`config.mk`:
```
export PLATFORM = sky130hd
export DESIGN_NAME = sorted_key_table
export DESIGN_NICKNAME = d
export VERILOG_FILES = /design/src/design/skt_pkg.sv /design/src/design/skt_cell.sv /design/src/design/sorted_key_table.sv
export SDC_FILE = /design/constraint.sdc
export NUM_CORES = 2
export LEC_CHECK = 0
export BUFFER_PORTS_ARGS = -buffer_cell sky130_fd_sc_hd__buf_4
export CAP_MARGIN = 20
export CORE_MARGIN = 2
export CORE_UTILIZATION = 40
export DETAILED_ROUTE_END_ITERATION = 8
export PLACE_DENSITY_LB_ADDON = 0.25
export SLEW_MARGIN = 10
export SYNTH_ARGS = -nofsm -noshare
export SYNTH_HDL_FRONTEND = slang
export SYNTH_SLANG_ARGS = --single-unit
```
`constraint.sdc`:
```
create_clock -name clk -period 5.1 [get_ports clk]
set_input_delay 1.53 -clock clk [delete_from_list [all_inputs] [get_ports clk]]
set_output_delay 1.53 -clock clk [all_outputs]
set_load 0.1 [all_outputs]
```
`src/design/skt_pkg.sv`:
```
// Shared types and constants for the sorted key table.
// Holds the request codes, status codes, controller states and the cell link types.
// No dependencies.
package skt_pkg;

	localparam int KeyW = 32;
	localparam int EntryCountW = 5;
	localparam int StatusW = 2;
	localparam int CapacityDef = 16;

	typedef enum logic {
		ACT_INSERT = 1'b0,
		ACT_DELETE = 1'b1
	} skt_action_t;

	typedef enum logic [StatusW-1:0] {
		STATUS_DONE = 2'd0,
		STATUS_NOT_FOUND = 2'd1,
		STATUS_FULL = 2'd2
	} skt_status_t;

	typedef enum logic [1:0] {
		ST_IDLE,
		ST_CMP,
		ST_APPLY
	} skt_state_t;

	// Broadcast from the controller to every cell.
	typedef struct packed {
		logic cmp_en;
		logic ins_en;
		logic del_en;
		logic signed [KeyW-1:0] key;
	} skt_cmd_t;

	// What a cell shows to its neighbors.
	typedef struct packed {
		logic signed [KeyW-1:0] key;
		logic valid;
		logic lt;
		logic le;
	} skt_link_t;

endpackage

```
`src/design/skt_cell.sv`:
```
// One slot of the sorted key table: a stored key, its valid bit and its compare flags.
// Depends on skt_pkg for the command and link types.
module skt_cell (
	input logic clk,
	input logic arst_n,
	input skt_pkg::skt_cmd_t cmd,
	input skt_pkg::skt_link_t prev,
	input logic signed [skt_pkg::KeyW-1:0] next_key,
	input logic next_valid,
	output skt_pkg::skt_link_t link,
	output logic hit
);

	logic signed [skt_pkg::KeyW-1:0] key_q;
	logic valid_q;
	logic lt_q;
	logic le_q;
	logic eq_q;

	always_ff @(posedge clk or negedge arst_n) begin
		if (!arst_n) begin
			valid_q <= 1'b0;
			lt_q <= 1'b0;
			le_q <= 1'b0;
			eq_q <= 1'b0;
		end else begin
			if (cmd.cmp_en) begin
				lt_q <= valid_q && (key_q < cmd.key);
				le_q <= valid_q && (key_q <= cmd.key);
				eq_q <= valid_q && (key_q == cmd.key);
			end
			// The table is a filled prefix, so an insert grows it by one slot.
			if (cmd.ins_en) begin
				valid_q <= valid_q | prev.valid;
			end else if (cmd.del_en && !lt_q) begin
				valid_q <= next_valid;
			end
		end
	end

	// On insert, the first slot holding a larger key (or empty) takes the new key and
	// every slot after it takes its left neighbor. On delete, slots from the match on
	// take their right neighbor.
	always_ff @(posedge clk) begin
		if (cmd.ins_en && !le_q) begin
			key_q <= prev.le ? cmd.key : prev.key;
		end else if (cmd.del_en && !lt_q) begin
			key_q <= next_key;
		end
	end

	assign link = '{key: key_q, valid: valid_q, lt: lt_q, le: le_q};

	// Only the first slot that is not below the key can be the earliest equal key.
	assign hit = eq_q & prev.lt;

endmodule

```
`src/design/sorted_key_table.sv`:
```
// Sorted key table: a row of cells holding signed keys in ascending order.
// Depends on skt_pkg and skt_cell.
//
// Each request is first registered; then every cell compares its key with the
// request key; then the row shifts by a slot and the result is written to the output
// register. A new request is taken in the cycle after its predecessor's result is
// written, even if that result has not been transferred yet; the shift step waits
// only while the output register is still full. Inserts go after all equal keys,
// deletes remove the earliest equal key. Reset empties the table at once.
module sorted_key_table #(
	parameter int CAPACITY = skt_pkg::CapacityDef
) (
	input logic clk,
	input logic arst_n,
	input logic s_tvalid,
	output logic s_tready,
	input logic [31:0] s_tdata,   // [31:0] key
	input logic [0:0] s_tuser,    // [0] action
	output logic m_tvalid,
	input logic m_tready,
	output logic [7:0] m_tdata,   // [4:0] entry_count, [7:5] zero
	output logic [1:0] m_tuser    // [1:0] status
);

	localparam int CntW = $clog2(CAPACITY + 1);

	skt_pkg::skt_state_t state_q;
	skt_pkg::skt_state_t state_nxt;
	skt_pkg::skt_action_t req_action_q;
	logic signed [skt_pkg::KeyW-1:0] req_key_q;
	logic [CntW-1:0] count_q;
	logic [CntW-1:0] count_nxt;
	logic m_tvalid_q;
	skt_pkg::skt_status_t status_q;
	skt_pkg::skt_status_t status_nxt;
	logic [skt_pkg::EntryCountW-1:0] entry_count_q;

	logic cmp_en;
	logic apply_go;
	logic full;
	logic found;
	skt_pkg::skt_cmd_t cmd;
	skt_pkg::skt_link_t links [CAPACITY];
	logic [CAPACITY-1:0] hit_vec;
	logic [CAPACITY-1:0] valid_vec;

	always_comb begin
		state_nxt = state_q;
		unique case (state_q)
			skt_pkg::ST_IDLE: if (s_tvalid) state_nxt = skt_pkg::ST_CMP;
			skt_pkg::ST_CMP: state_nxt = skt_pkg::ST_APPLY;
			skt_pkg::ST_APPLY: if (!m_tvalid_q || m_tready) state_nxt = skt_pkg::ST_IDLE;
			default: state_nxt = skt_pkg::ST_IDLE;
		endcase
	end

	always_comb begin
		s_tready = (state_q == skt_pkg::ST_IDLE);
		cmp_en = (state_q == skt_pkg::ST_CMP);
		apply_go = (state_q == skt_pkg::ST_APPLY) && (!m_tvalid_q || m_tready);
	end

	assign full = (count_q == CntW'(CAPACITY));
	assign found = |hit_vec;

	always_comb begin
		cmd.cmp_en = cmp_en;
		cmd.ins_en = apply_go && (req_action_q == skt_pkg::ACT_INSERT) && !full;
		cmd.del_en = apply_go && (req_action_q == skt_pkg::ACT_DELETE) && found;
		cmd.key = req_key_q;
	end

	always_comb begin
		count_nxt = count_q;
		status_nxt = skt_pkg::STATUS_DONE;
		if (req_action_q == skt_pkg::ACT_INSERT) begin
			if (full) status_nxt = skt_pkg::STATUS_FULL;
			else count_nxt = count_q + CntW'(1);
		end else begin
			if (!found) status_nxt = skt_pkg::STATUS_NOT_FOUND;
			else count_nxt = count_q - CntW'(1);
		end
	end

	always_ff @(posedge clk or negedge arst_n) begin
		if (!arst_n) begin
			state_q <= skt_pkg::ST_IDLE;
			count_q <= '0;
			m_tvalid_q <= 1'b0;
		end else begin
			state_q <= state_nxt;
			if (apply_go) begin
				count_q <= count_nxt;
				m_tvalid_q <= 1'b1;
			end else if (m_tready) begin
				m_tvalid_q <= 1'b0;
			end
		end
	end

	always_ff @(posedge clk) begin
		if (s_tvalid && s_tready) begin
			req_action_q <= skt_pkg::skt_action_t'(s_tuser[0]);
			req_key_q <= s_tdata;
		end
		if (apply_go) begin
			status_q <= status_nxt;
			entry_count_q <= skt_pkg::EntryCountW'(count_nxt);
		end
	end

	for (genvar i = 0; i < CAPACITY; i++) begin : g_cell
		skt_pkg::skt_link_t prev_link;
		logic signed [skt_pkg::KeyW-1:0] nkey;
		logic nvalid;

		if (i == 0) begin : g_first
			assign prev_link = '{key: '0, valid: 1'b1, lt: 1'b1, le: 1'b1};
		end else begin : g_mid
			assign prev_link = links[i-1];
		end

		if (i == CAPACITY - 1) begin : g_last
			assign nkey = '0;
			assign nvalid = 1'b0;
		end else begin : g_inner
			assign nkey = links[i+1].key;
			assign nvalid = links[i+1].valid;
		end

		skt_cell u_cell (
			.clk(clk),
			.arst_n(arst_n),
			.cmd(cmd),
			.prev(prev_link),
			.next_key(nkey),
			.next_valid(nvalid),
			.link(links[i]),
			.hit(hit_vec[i])
		);

		assign valid_vec[i] = links[i].valid;
	end

	assign m_tvalid = m_tvalid_q;
	assign m_tuser = status_q;
	assign m_tdata = {3'b000, entry_count_q};

`ifndef ASSERT_OFF
	a_count_range: assert property (@(posedge clk) disable iff (!arst_n)
		count_q <= CntW'(CAPACITY))
		else $error("stored count exceeds capacity");

	a_one_hit: assert property (@(posedge clk) disable iff (!arst_n)
		$onehot0(hit_vec))
		else $error("more than one cell claims the delete match");

	a_valid_count: assert property (@(posedge clk) disable iff (!arst_n)
		$countones(valid_vec) == int'(count_q))
		else $error("valid cells disagree with the stored count");

	a_prefix: assert property (@(posedge clk) disable iff (!arst_n)
		(count_q != '0) |-> valid_vec[0])
		else $error("first cell empty in a nonempty table");

	a_full_status: assert property (@(posedge clk) disable iff (!arst_n)
		(m_tvalid_q && status_q == skt_pkg::STATUS_FULL) |-> full)
		else $error("full status reported while the table has room");
`endif

endmodule

```
==> impl_metrics.toml <==
[floorplanning]
die_area_sq_um = 106900
die_w_um = 327.0
rows = 118
initial_core_util_pct = 40.32
die_h_um = 327.0
pin_count = 49
coreArea_sq_um = 103500

[drt]
vias = 29590
drt-total-wl_um = 106700
ant_nets = 0
drt_iter0_drc = 2374
post_drt_wl_per_cell_um = 19.85
drcViolationCount = 0
via_per_inst = 5.507
firstDrtPassIters = 5

[timing]
rsz0062_at_grt = "false"
final_max_slew_viol_count = 0
setup_viol = 0
max_freq_mhz = 266.5
hold_violations = 0
max_slew.worst_pin.slew_ps = 1041
finClkSkew_ps = 27.17
relSlewSlack_pct = 30.32
fin_crit_sh_pct = 73.56
period_minus_slack_ps = 3752

[yosys]
synthFlopType = "edfxtp_1"
yosys-top-cells-count = "nand2_1, edfxtp_1, ha_1"
async_flop_share_pct = 11.54
synthDominantCellAreaShare_pct = 39.72
avgSynthCellArea_sq_um = 10.46
ys_types = 70
syn_inst = 3991
synth_edf_count = 552
synth_most_common_cell = "nand2_1"
synth_seq_area_share_pct = 44.04
synthTopCellsByArea = "edfxtp_1, ha_1, mux2i_1"
synth_area_sq_um = 41730
yosysWarnings = 0
synth_seq_cells = 624
yosys.area.top_type = "edfxtp_1"

[worst_hold_path]
hp-class = "register to register"

[placement]
portBuffers = 45
hpwl_um = 85850
gp_congestion = 0.8545

[run_status]
status = "finished, final reports clean"

[power_and_ir_drop]
p_sw_mw = 6.164
p_total_mw = 17.57
power_frac_clock_pct = 28.4
switching_share_pct = 35.08
power_frac_comb_pct = 30.0
powerDensity_nw_per_um2 = 386.1
leakagePower_nw = 17.78
power_frac_seq_pct = 41.6
p_int_mw = 11.41
ir_drop_v = 0.0004166

[final_layout]
nets = 4487
drive_gt1_share_pct = 8.338
n_antenna_cell = 0
area_growth_pct = 9.058
post-route-util_pct = 43.97

[worst_setup_path]
worst-setup-path-type = "register to register"
end_kind = "register"
start_kind = "register"
cp.required_ps = 5600
crit_fanout = 17
cp.arrival_ps = 4250

[clock_tree]
ctsHoldBuffers = 0
htreeDepth = 3
cts-resized-gates = 0
clock_path_buffers = 3
postCtsSetupBuffers = 0
clk_pin_slew_ps = 60
cts_buffers = 74
clk_latency_ps = 620
cts_tree = "done"
clock-sinks = 624
ctsRootBufferMaster = "clkbuf_16"

[global_routing]
grt_pass1_vias = 28860
grt_max_degree = 65
overflow = 0
grt_pass1_wl_um = 166900
antenna_found_initial = 1
grtUsageTotal_pct = 19.77

[job]
max_cap_viol_count = 0
power by group through the flow:
stage	Sequential (mW)	Combinational (mW)	Clock, mW
detailed placement	7.40	5.27	0
floorplan	7.02	4.21	0
global placement	7.39	5.11	0
global route	7.40	5.96	5.26
CTS	7.30	5.29	5.09
finish	7.31	5.28	4.98
cells by family after synthesis:
kind of cell	Yosys count	synth area share, %
AOI/OAI and AO/OA	933	12.79
xor gates and xnor gates	8	0.1679
adders and majority gates	514	15.41
buffers and inverters	320	3.649
DFF	624	44.04
muxes	513	12.41
other	1	0.008987
and+or+nand+nor	1078	11.51
final cells by class:
type                    instances  area (sq um)
repair buffers                119         905.9
inverters                      68         255.2
flip-flops and latches        624         18400
fillers                      9822         57990
clock buffers                 100          1992
well taps                    1380          1727
clock inverters                34         219.0
multi-input cells            3049         22010
cell usage in the layout, fill, tap and decap left out, types with 20 or more instances in the layout:
master / instances
mux2i_1: 480
clkbuf_1: 24
o21ai_0: 434
buf_4: 118
nand2_1: 654
o21ai_2: 22
nand4_1: 109
ha_1: 514
nor2_1: 91
nor3_1: 26
nand3_1: 101
inv_1: 67
o21ai_1: 65
dfrtp_1: 57
a21oi_1: 228
a22oi_1: 20
clkbuf_16: 76
nor4_1: 32
mux2_2: 30
edfxtp_1: 552
o211ai_1: 28
worst paths after layout:
path	from	end	slack, ps	cells after the start
worst max-delay path	req_key_q[29]	g_cell[6].u_cell.le_q	1350	7
worst min-delay path	g_cell[7].u_cell.eq_q	g_cell[7].u_cell.eq_q	470	2
worst max register to register	req_key_q[29]	g_cell[6].u_cell.le_q	1350	7
worst min register to register	g_cell[7].u_cell.eq_q	g_cell[7].u_cell.eq_q	470	2
max in group asynchronous	arst_n	g_cell[1].u_cell.le_q	3250	2
min in group asynchronous	arst_n	g_cell[15].u_cell.lt_q	950	1
critical path, stage by stage (launching register included):
cell and delay [ps]:
edfxtp_1 900, inv_1 680, ha_1 530, nand4_1 170
nor4_1 760, nor3b_1 330, a2111o_1 180, nand3_1 70
layer usage:
layer / routed length [um] / global-route usage [%]
met5: 0 / 0
met4: 2782 / 5.604
met3: 4720 / 1.998
met2: 44480 / 29.28
met1: 54690 / 30.39
sequential cells by signal (all words and copies together), names as in the netlist:
| register | cells |
|---|---|
| entry_count_q | 5 |
| g_cell.u_cell.lt_q | 16 |
| req_key_q | 32 |
| m_tvalid | 1 |
| m_tuser | 2 |
| g_cell.u_cell.valid_q | 16 |
| req_action_q | 1 |
| g_cell.u_cell.eq_q | 16 |
| state_q | 2 |
| g_cell.u_cell.key_q | 512 |
| g_cell.u_cell.le_q | 16 |
| count_q | 5 |
metrics by stage:
step	TNS, ps	area, sq um	hold slack, ps	setup WS, ps	cells
floorplan	-71120	41740	439.1	-222.2	3993
global placement	0	43300	450.9	1027	5240
detailed placement	0	43300	457.9	980.0	5240
CTS	0	45510	471.7	1348	5374
global route	0	45510	488.4	1043	5374
finish	0	45510	472.1	1348	5374
Note: power is estimated with default switching activity, not from simulation.
